$ cat src/rtl/fma_pkg.sv
// Shared types and constants of the fit memory allocator.
// Used by the cell, the top level and the checker; depends on nothing.
package fma_pkg;

    localparam int NUM_BLOCKS = 16;
    localparam int SIZE_BITS  = 16;
    localparam int IDX_BITS   = (NUM_BLOCKS > 1) ? $clog2(NUM_BLOCKS) : 1;

    localparam int SIZE_FIELD_BITS  = 16;
    localparam int INDEX_FIELD_BITS = 4;
    localparam int CFG_DATA_BITS    = 5;
    localparam int CFG_INDEX_BITS   = 1;

    localparam logic [CFG_INDEX_BITS-1:0] REG_FIT_MODE    = 1'b0;
    localparam logic [CFG_INDEX_BITS-1:0] REG_BLOCK_COUNT = 1'b1;

    localparam logic [1:0] MODE_FIRST = 2'd0;
    localparam logic [1:0] MODE_BEST  = 2'd1;
    localparam logic [1:0] MODE_WORST = 2'd2;

    localparam logic [CFG_DATA_BITS-1:0] BLOCK_COUNT_RESET = 5'd16;

    localparam logic KIND_LOAD  = 1'b0;
    localparam logic KIND_ALLOC = 1'b1;

    typedef struct packed {
        logic                        kind;
        logic [INDEX_FIELD_BITS-1:0] block_index;
        logic [SIZE_FIELD_BITS-1:0]  size;
    } req_t;

    typedef struct packed {
        logic                        allocated;
        logic [INDEX_FIELD_BITS-1:0] chosen_block;
    } rsp_t;

    // Search token that walks down the row of cells.
    typedef struct packed {
        logic                 active;
        logic [SIZE_BITS-1:0] need;
        logic                 found;
        logic [IDX_BITS-1:0]  best_idx;
        logic [SIZE_BITS-1:0] best_val;
    } tok_t;

    // Write command broadcast to every cell.
    typedef struct packed {
        logic                 load;
        logic                 charge;
        logic [IDX_BITS-1:0]  idx;
        logic [SIZE_BITS-1:0] value;
    } cmd_t;

endpackage

$ cat src/rtl/fma_cell.sv
// One cell of the allocator row: holds one free-size entry and updates the
// passing search token. Depends on fma_pkg.
module fma_cell (
    input  logic                          clk,
    input  logic                          rst_n,
    input  logic [fma_pkg::IDX_BITS-1:0]  cell_id,
    input  logic                          part,
    input  logic [1:0]                    fit_mode,
    input  fma_pkg::cmd_t                 cmd,
    input  fma_pkg::tok_t                 tok_in,
    output fma_pkg::tok_t                 tok_out
);

    logic [fma_pkg::SIZE_BITS-1:0] entry_reg;
    logic [fma_pkg::SIZE_BITS-1:0] entry_next;
    fma_pkg::tok_t                 tok_reg;
    fma_pkg::tok_t                 tok_next;
    logic                          hit;
    logic                          better;
    logic                          take;

    always_comb
    begin
        hit    = tok_in.active && part && (entry_reg >= tok_in.need);
        better = ((fit_mode == fma_pkg::MODE_BEST) && (entry_reg < tok_in.best_val)) ||
                 ((fit_mode == fma_pkg::MODE_WORST) && (entry_reg > tok_in.best_val));
        take   = hit && (!tok_in.found || better);

        tok_next = tok_in;
        if (take)
        begin
            tok_next.found    = 1'b1;
            tok_next.best_idx = cell_id;
            tok_next.best_val = entry_reg;
        end
    end

    always_comb
    begin
        entry_next = entry_reg;
        if (cmd.load && (cmd.idx == cell_id))
        begin
            entry_next = cmd.value;
        end
        else if (cmd.charge && (cmd.idx == cell_id))
        begin
            entry_next = entry_reg - cmd.value;
        end
    end

    always_ff @(posedge clk)
    begin
        entry_reg <= entry_next;
    end

    always_ff @(posedge clk or negedge rst_n)
    begin
        if (!rst_n)
        begin
            tok_reg <= '0;
        end
        else
        begin
            tok_reg <= tok_next;
        end
    end

    assign tok_out = tok_reg;

endmodule

$ cat src/rtl/fit_memory_allocator_core.sv
// Top level of the fit memory allocator: configuration registers, control
// and a row of fma_cell instances. Depends on fma_pkg and fma_cell.
//
//   channel   direction   handshake             payload
//   in        input       in_valid / in_ready   in_data   (fma_pkg::req_t)
//   out       output      out_valid / out_ready out_data  (fma_pkg::rsp_t)
//   cfg       input       cfg_we                cfg_index, cfg_wdata
//
// A load produces no result.
// A request walks the row of NUM_BLOCKS cells, one cell per cycle, and the
// next item is taken only once its result has been passed to the output
// register and its write-back to the table has been done.
// A result waiting in the output register does not block a new item; only the
// write-back of the following request waits for the output to drain.
// Reset clears control, sets the fit mode to first fit and the block count to 16; table entries stay undefined.
module fit_memory_allocator_core (
    input  logic                                 clk,
    input  logic                                 rst_n,
    input  logic                                 in_valid,
    output logic                                 in_ready,
    input  fma_pkg::req_t                        in_data,
    output logic                                 out_valid,
    input  logic                                 out_ready,
    output fma_pkg::rsp_t                        out_data,
    input  logic                                 cfg_we,
    input  logic [fma_pkg::CFG_INDEX_BITS-1:0]   cfg_index,
    input  logic [fma_pkg::CFG_DATA_BITS-1:0]    cfg_wdata
);

    localparam logic [1:0] ST_IDLE = 2'd0;
    localparam logic [1:0] ST_RUN  = 2'd1;
    localparam logic [1:0] ST_HOLD = 2'd2;

    logic [1:0]                         state_reg;
    logic [1:0]                         state_next;
    logic [1:0]                         fit_mode_reg;
    logic [fma_pkg::CFG_DATA_BITS-1:0]  block_count_reg;
    fma_pkg::tok_t                      hold_reg;
    logic                               out_valid_reg;
    fma_pkg::rsp_t                      out_data_reg;
    fma_pkg::rsp_t                      out_data_next;

    fma_pkg::tok_t                      chain [fma_pkg::NUM_BLOCKS+1];
    fma_pkg::tok_t                      head_tok;
    logic [fma_pkg::NUM_BLOCKS-1:0]     part;
    fma_pkg::tok_t                      final_tok;
    fma_pkg::cmd_t                      cmd;
    logic                               in_accept;
    logic                               done;
    logic                               fire;

    assign in_ready  = (state_reg == ST_IDLE);
    assign in_accept = in_valid && in_ready;

    always_comb
    begin
        head_tok          = '0;
        head_tok.active   = in_accept && (in_data.kind == fma_pkg::KIND_ALLOC);
        head_tok.need     = fma_pkg::SIZE_BITS'(in_data.size);
    end

    assign chain[0] = head_tok;

    genvar k;
    generate
        for (k = 0; k < fma_pkg::NUM_BLOCKS; k++)
        begin : g_cell
            assign part[k] = (int'(block_count_reg) > k);

            fma_cell u_cell (
                .clk      (clk),
                .rst_n    (rst_n),
                .cell_id  (fma_pkg::IDX_BITS'(k)),
                .part     (part[k]),
                .fit_mode (fit_mode_reg),
                .cmd      (cmd),
                .tok_in   (chain[k]),
                .tok_out  (chain[k+1])
            );
        end
    endgenerate

    always_comb
    begin
        final_tok = (state_reg == ST_HOLD) ? hold_reg : chain[fma_pkg::NUM_BLOCKS];
        done      = ((state_reg == ST_RUN) && chain[fma_pkg::NUM_BLOCKS].active) ||
                    (state_reg == ST_HOLD);
        fire      = done && (!out_valid_reg || out_ready);

        cmd.load   = in_accept && (in_data.kind == fma_pkg::KIND_LOAD) &&
                     (int'(in_data.block_index) < fma_pkg::NUM_BLOCKS);
        cmd.charge = fire && final_tok.found;
        cmd.idx    = cmd.load ? fma_pkg::IDX_BITS'(in_data.block_index) : final_tok.best_idx;
        cmd.value  = cmd.load ? fma_pkg::SIZE_BITS'(in_data.size) : final_tok.need;

        out_data_next.allocated    = final_tok.found;
        out_data_next.chosen_block = final_tok.found ?
                                     fma_pkg::INDEX_FIELD_BITS'(final_tok.best_idx) : '0;
    end

    always_comb
    begin
        state_next = state_reg;
        unique case (state_reg)
            ST_IDLE:
            begin
                if (in_accept && (in_data.kind == fma_pkg::KIND_ALLOC))
                begin
                    state_next = ST_RUN;
                end
            end
            ST_RUN:
            begin
                if (done)
                begin
                    state_next = fire ? ST_IDLE : ST_HOLD;
                end
            end
            ST_HOLD:
            begin
                if (fire)
                begin
                    state_next = ST_IDLE;
                end
            end
            default:
            begin
                state_next = ST_IDLE;
            end
        endcase
    end

    always_ff @(posedge clk or negedge rst_n)
    begin
        if (!rst_n)
        begin
            state_reg       <= ST_IDLE;
            out_valid_reg   <= 1'b0;
            fit_mode_reg    <= fma_pkg::MODE_FIRST;
            block_count_reg <= fma_pkg::BLOCK_COUNT_RESET;
        end
        else
        begin
            state_reg <= state_next;
            if (fire)
            begin
                out_valid_reg <= 1'b1;
            end
            else if (out_ready)
            begin
                out_valid_reg <= 1'b0;
            end
            if (cfg_we)
            begin
                unique case (cfg_index)
                    fma_pkg::REG_FIT_MODE:    fit_mode_reg    <= cfg_wdata[1:0];
                    fma_pkg::REG_BLOCK_COUNT: block_count_reg <= cfg_wdata;
                    default:                  ;
                endcase
            end
        end
    end

    always_ff @(posedge clk)
    begin
        if ((state_reg == ST_RUN) && chain[fma_pkg::NUM_BLOCKS].active)
        begin
            hold_reg <= chain[fma_pkg::NUM_BLOCKS];
        end
        if (fire)
        begin
            out_data_reg <= out_data_next;
        end
    end

    assign out_valid = out_valid_reg;
    assign out_data  = out_data_reg;

endmodule

$ cat config.mk
export PLATFORM = sky130hd
export DESIGN_NAME = fit_memory_allocator_core
export DESIGN_NICKNAME = d
export VERILOG_FILES = /design/src/rtl/fma_pkg.sv /design/src/rtl/fma_cell.sv /design/src/rtl/fit_memory_allocator_core.sv
export SDC_FILE = /design/constraint.sdc
export NUM_CORES = 2
export LEC_CHECK = 0
export BUFFER_PORTS_ARGS = -buffer_cell sky130_fd_sc_hd__buf_2
export CORE_MARGIN = 10
export CORE_UTILIZATION = 35
export DETAILED_ROUTE_END_ITERATION = 10
export PLACE_DENSITY_LB_ADDON = 0.05
export SLEW_MARGIN = 20
export SYNTH_ARGS = -nofsm -noshare
export SYNTH_HDL_FRONTEND = slang
export SYNTH_SLANG_ARGS = --single-unit
$ cat constraint.sdc
create_clock -name clk -period 6 [get_ports clk]
set_clock_uncertainty 0.2 [all_clocks]
set_input_delay 1.2 -clock clk [delete_from_list [all_inputs] [get_ports clk]]
set_output_delay 1.2 -clock clk [all_outputs]
set_load 0.01 [all_outputs]
# Word-level counts from Yosys, hierarchy flattened
# Cells that the tools add are included.
dict set report classes {
  n_addsub 16
  n_lt_le_gt_ge 62
  n_eq_ne 22
  muxes 58
  n_bitwise 2
  reduce_logical 185
}
# cell count
set ops {}
lappend ops {{16-bit two-way mux} 33}
lappend ops {{21-bit two-way mux} 16}
lappend ops {{16-bit greater-or-equal comparator} 16}
lappend ops {{16-bit subtractor} 16}
lappend ops {{16-bit > comparator} 15}
lappend ops {{16-bit < comparator} 15}
lappend ops {{1-bit logical AND} 115}
lappend ops {{5-bit by 4-bit > comparator with 1-bit output, second input constant} 8}
lappend ops {{37-bit two-way mux} 1}
lappend ops {{2-bit nonzero test} 17}
lappend ops {{4-bit == test, second input constant} 8}
lappend ops {{1-bit logical OR} 32}
lappend ops {{5-bit by 3-bit > comparator with 1-bit output, second input constant} 4}
lappend ops {{4-bit by 3-bit == test with 1-bit output, second input constant} 4}
lappend ops {{1-bit zero test} 16}
lappend ops {{5-bit by 1-bit > comparator with 1-bit output, second input constant} 2}
lappend ops {{5-bit by 2-bit > comparator with 1-bit output, second input constant} 2}
lappend ops {{4-bit by 2-bit == test with 1-bit output, second input constant} 2}
lappend ops {{2-bit two-way mux} 4}
lappend ops {{2-bit one-hot mux with 3 select lines} 1}
lappend ops {{2-bit by 1-bit == test with 1-bit output, second input constant} 2}
lappend ops {{2-bit == test, second input constant} 2}
lappend ops {{4-bit by 1-bit == test with 1-bit output, second input constant} 1}
lappend ops {{4-bit zero test} 1}
lappend ops {{other kinds (8)} 12}
dict set report word_totals {
  regBits 916
  input_bits 32
  out_inout_bits 7
}

# Depth between registers and ports, before layout
dict set report depth {
  word_depth 8
  mapped_depth 17
  mapped_depth_nobuf 14
}

# Cells and area by module
# From an unflattened synthesis, not the netlist that was laid out.
dict set report hier_totals {
  hier_cells 6809
  hier_area_um2 65336.4
}
# module instances cells_per_inst area_per_inst_um2 seq_area_each_um2
set modules_own_cells {}
lappend modules_own_cells {{fma_cell at g_cell[0].u_cell ...} 7 498 4345.4 1431.4}
lappend modules_own_cells {{fma_cell at g_cell[12].u_cell ...} 8 336 3588.4 1431.4}
lappend modules_own_cells {{fma_cell at g_cell[9].u_cell} 1 468 4332.9 1431.4}
lappend modules_own_cells {fit_memory_allocator_core 1 167 1878.1 1032.2}

# Least setup slack after synthesis
# OpenSTA, ideal clock, no wires.
dict set report synth_timing {
  path_type {input to register}
  start {input in_data[20] (netlist name)}
  end {register g_cell[9].u_cell.entry_reg[15] (netlist name), data pin}
  setup_time_ns 0.282
  arrival_ns 5.964
  required_time_ns 5.518
  path_slack_ns -0.446
  stages 17
  cell_sequence {nor4b_1 -> buf_2 -> buf_1 -> nand2_1 -> o21ai_1 -> clkbuf_1 -> inv_1 -> ha_1 -> nor2b_1 -> o31ai_1 -> a2111oi_0 -> nor2_1 -> a21oi_1 -> a221oi_1 -> a21boi_0 -> o21ai_0 -> xor2_1}
}
dict set report synth_via {
  elab_chain_len 6
  elab_cells_between_ends 9
  classes_between {add/sub (1); eq/ne (1); mux (4); bitwise (1); reduce/logical (2)}
}
# element line
set synth_rtl {}
lappend synth_rtl {{start, declared} fit_memory_allocator_core.sv:21} ;# input fma_pkg::req_t in_data,
lappend synth_rtl {{1-bit inverter (*)} fit_memory_allocator_core.sv:90} ;# cmd.load = in_accept && (in_data.kind == fma_pkg::KIND_LOAD) &&
lappend synth_rtl {{1-bit logical AND (*)} fit_memory_allocator_core.sv:90}
lappend synth_rtl {{16-bit two-way mux or 4-bit two-way mux (tied branches)} {fit_memory_allocator_core.sv:94, fit_memory_allocator_core.sv:93}}
lappend synth_rtl {{16-bit subtractor or 4-bit == test (tied branches)} {fma_cell.sv:47, fma_cell.sv:41}}
lappend synth_rtl {{16-bit two-way mux or 1-bit logical AND (tied branches)} {fma_cell.sv:45, fma_cell.sv:41}}
lappend synth_rtl {{16-bit two-way mux (*)} fma_cell.sv:41} ;# if (cmd.load && (cmd.idx == cell_id))
lappend synth_rtl {{net g_cell[9].u_cell.entry_next (one bit)} fma_cell.sv:15} ;# logic [fma_pkg::SIZE_BITS-1:0] entry_next;
lappend synth_rtl {{end signal, assigned} fma_cell.sv:53} ;# entry_reg <= entry_next;
lappend synth_rtl {{end, declared} fma_cell.sv:14} ;# logic [fma_pkg::SIZE_BITS-1:0] entry_reg;
# Mark *: on every way through the listed nets, which the timed path passes. The rest lies on a longest branch. The select of a mux whose other input is x is not followed.
# A chain may end at the register's enable or synchronous reset.

# Worst setup path in the final report
dict set report layout_timing {
  start {register state_reg[0]}
  end {register g_cell[14].u_cell.entry_reg[15] (netlist name), data pin}
}
dict set report layout_via {
  elab_chain_len 7
  elab_cells_between_ends 12
  classes_between {add/sub (1); eq/ne (2); mux (5); reduce/logical (4)}
}
# element line
set layout_rtl {}
lappend layout_rtl {{start, declared} fit_memory_allocator_core.sv:34} ;# logic [1:0] state_reg;
lappend layout_rtl {{start signal, assigned} fit_memory_allocator_core.sv:144} ;# state_reg <= state_next;
lappend layout_rtl {{2-bit zero test} fit_memory_allocator_core.sv:52} ;# assign in_ready = (state_reg == ST_IDLE);
lappend layout_rtl {{1-bit logical AND} fit_memory_allocator_core.sv:53} ;# assign in_accept = in_valid && in_ready;
lappend layout_rtl {{1-bit logical AND} fit_memory_allocator_core.sv:90}
lappend layout_rtl {{16-bit two-way mux or 4-bit two-way mux (tied branches)} {fit_memory_allocator_core.sv:94, fit_memory_allocator_core.sv:93}}
lappend layout_rtl {{16-bit subtractor or 4-bit == test (tied branches)} {fma_cell.sv:47, fma_cell.sv:41}}
lappend layout_rtl {{16-bit two-way mux or 1-bit logical AND (tied branches)} {fma_cell.sv:45, fma_cell.sv:41}}
lappend layout_rtl {{16-bit two-way mux (*)} fma_cell.sv:41}
lappend layout_rtl {{net g_cell[14].u_cell.entry_next (one bit)} fma_cell.sv:15}
lappend layout_rtl {{end signal, assigned} fma_cell.sv:53}
lappend layout_rtl {{end, declared} fma_cell.sv:14}
# Marks and branches as above.

==> reports/results.ini <==
[outcome]
outcome = finished, final reports clean

[sta]
clock.fmax_mhz = 196
tightestPinTransition_ns = 1.13
period_share = 0.850
final.min_clock_period_ns = 5.10
hold_viol = 0
hold_ws_ns = 0.167
rsz0062_at_grt = false
max-slew-margin-rel = 0.247
finalMaxSlewViolations = 0
setup_viol_count_final = 0
tns_ns = 0

[floorplanning]
core_area_um2 = 150000
num_io_pins = 39
row_count = 142
die-area_um2 = 167000
start_util = 0.352
fp.dieH_um = 409
fp.dieW_um = 409

[synthesis]
synth_seq_area_share = 0.438
yosys_warnings = 0
synth-seq-cells = 869
synth_cells = 5017
synth.most_common_cell = ha_1
synth_cell_types = 75
synth-edff-count = 282
syn-mean-instance-area_um2 = 10.5
syn_area_um2 = 52900
synthTopCellsByArea = dfrtp_1 28%, ha_1 17%, edfxtp_1 16%
synth_ff_type = dfrtp_1
synth_area_leader_cell = dfrtp_1
synth_top_area_share = 0.277
synth_common_cells = 736 x ha_1, 586 x dfrtp_1, 564 x inv_1, 342 x a21oi_1, 294 x nor2_1
syn_nets = 5801
async_flop_share = 0.675

[power]
power_density_nw_per_um2 = 240
irDropWorstVdd_mv = 0.228
p_leak_nw = 27.4
fin_total_pwr_w = 0.0144

[grt]
antenna_found_initial = 18
use_met3 = 0.0268
busiest_layer = met2
grt_max_degree = 121
grt_first_pass_wirelength_um = 270000
grt_pass1_vias = 37229
gr-usage-met1 = 0.311
grt_overflow_total = 0
grtUsageMet2 = 0.359
track_usage = 0.219

[worst_setup_path]
cp-start-kind = flop
crit_fanout = 11
endpoint_kind = flop
critical_path_class = reg2reg
arrival_ns = 5.34
critPathRequiredTime_ns = 6.24

[final_layout]
largest_reg_flops = 577
drive_above_1_share = 0.118
nets = 5955
syn2layout_area_growth_pct = 13.5

[placed_design]
portBuffers = 38
dp_hpwl_um = 142000
gp_congestion = 0.862

[drt]
routedWlPerCell_um = 25.7
drt_first_pass_iters = 7
vias = 37820
via_per_inst = 5.19
detail-route-antenna-nets = 0
drt_iter0_drc = 2849
routed_wl_um = 187000
drc = 0

[cts]
insertion_delay_ns = 0.72
clock_path_buffers = 3
cts_post_setup_buffers_inserted = 0
root_buffer = clkbuf_16
cts_buffers = 106
clkTransAtPathRegs_ns = 0.06
cts_num_sinks = 869
cts.repair.resized = 0
htreeDepth = 3
cts_tree = yes
cts_hold_buf = 0

[run]
max-cap-violations = 0

[hold_path]
hp-class = reg2reg

## stage by stage
step,util,std cells,setup slack (ns),area (um^2)
after global placement,0.376,7077,0.462,56400
after floorplan,-,5017,0.215,52900
final,0.400,7285,0.899,60100
after CTS,0.400,7279,0.974,60000
after detailed placement,0.376,7078,0.511,56400
after global routing,0.400,7280,0.586,60100
## path summary, 6_finish.rpt
kind,start,cells after the start,end,slack (ns)
worst min-delay path,g_cell[2].u_cell.tok_out[34],0,g_cell[3].u_cell.tok_out[34],0.17
max in group asynchronous,rst_n,2,g_cell[5].u_cell.tok_out[7],4.05
min in group asynchronous,rst_n,1,g_cell[14].u_cell.tok_out[34],0.30
worst min register to register,g_cell[2].u_cell.tok_out[34],0,g_cell[3].u_cell.tok_out[34],0.17
worst max-delay path,state_reg[0],15,g_cell[14].u_cell.entry_reg[15],0.90
worst max register to register,state_reg[0],15,g_cell[14].u_cell.entry_reg[15],0.90
## worst max-delay path, cell delays in order (launching register included)
cell and delay, ns:
dfrtp_1 0.44, nor2b_4 0.54, buf_4 0.29, mux2i_1 0.08
o21ai_0 0.54, inv_1 0.13, buf_4 0.25, ha_1 0.37
o21ai_0 0.10, a21oi_1 0.38, a22oi_1 0.25, a211o_1 0.36
o21ai_0 0.44, nand4_1 0.15, a21oi_1 0.19, xnor2_1 0.08
## layout make-up
class                   count  area, um^2
fillers                 14708       90000
repair buffers            148        1180
clock inverters            54         480
multi-input cells        3481       27500
well taps                2016        2520
clock buffers             147        3150
inverters                 565        2120
flip-flops and latches    869       23200
diodes                      5        12.5
## cells in the final DEF (no fill, tap or decap), types with 13 or more instances in the layout
cell / count
or3_1: 21
nand2_1: 233
clkinv_2: 21
clkbuf_1: 16
dfrtp_1: 586
edfxtp_1: 282
nand3_1: 54
clkbuf_16: 114
nor2_1: 285
nor3_1: 35
a2111oi_0: 14
nand4_1: 98
clkbuf_8: 17
nor4_1: 28
xor2_1: 64
nor2b_1: 92
a311oi_1: 23
and2_1: 21
mux2i_1: 45
a211oi_1: 21
or4_1: 21
or2_2: 24
buf_4: 97
a31oi_1: 39
mux2_1: 13
buf_2: 37
o21bai_1: 22
a221oi_1: 19
o211ai_1: 26
a21o_1: 225
o21a_1: 57
mux2_2: 196
fa_1: 16
ha_1: 736
nand2b_1: 112
inv_1: 557
and3_1: 36
o21ai_0: 267
a21oi_1: 335
xnor2_1: 124
## logic make-up after synthesis
family                     after synthesis  synth area share
and+or+nand+nor                       1105             0.105
AOI/OAI and AO/OA                     1170             0.141
muxes                                  266            0.0564
adders and majority gates              752             0.180
buffers and inverters                  667            0.0486
xor gates and xnor gates               188            0.0311
DFF                                    869             0.438
## report_power, final
| group | internal, W | switching (W) |
|---|---|---|
| combinational | 0.000477 | 0.000859 |
| sequential | 0.00625 | 0.000116 |
| clock | 0.00393 | 0.00279 |
## routing by layer
| metal | vias up | share of wire |
|---|---|---|
| met5 | - | 0 |
| met4 | 0 | 0.020 |
| met3 | 179 | 0.043 |
| met2 | 779 | 0.46 |
| met1 | 18557 | 0.47 |
| li1 | 18305 | - |
Power figures use the tool's default switching activity.
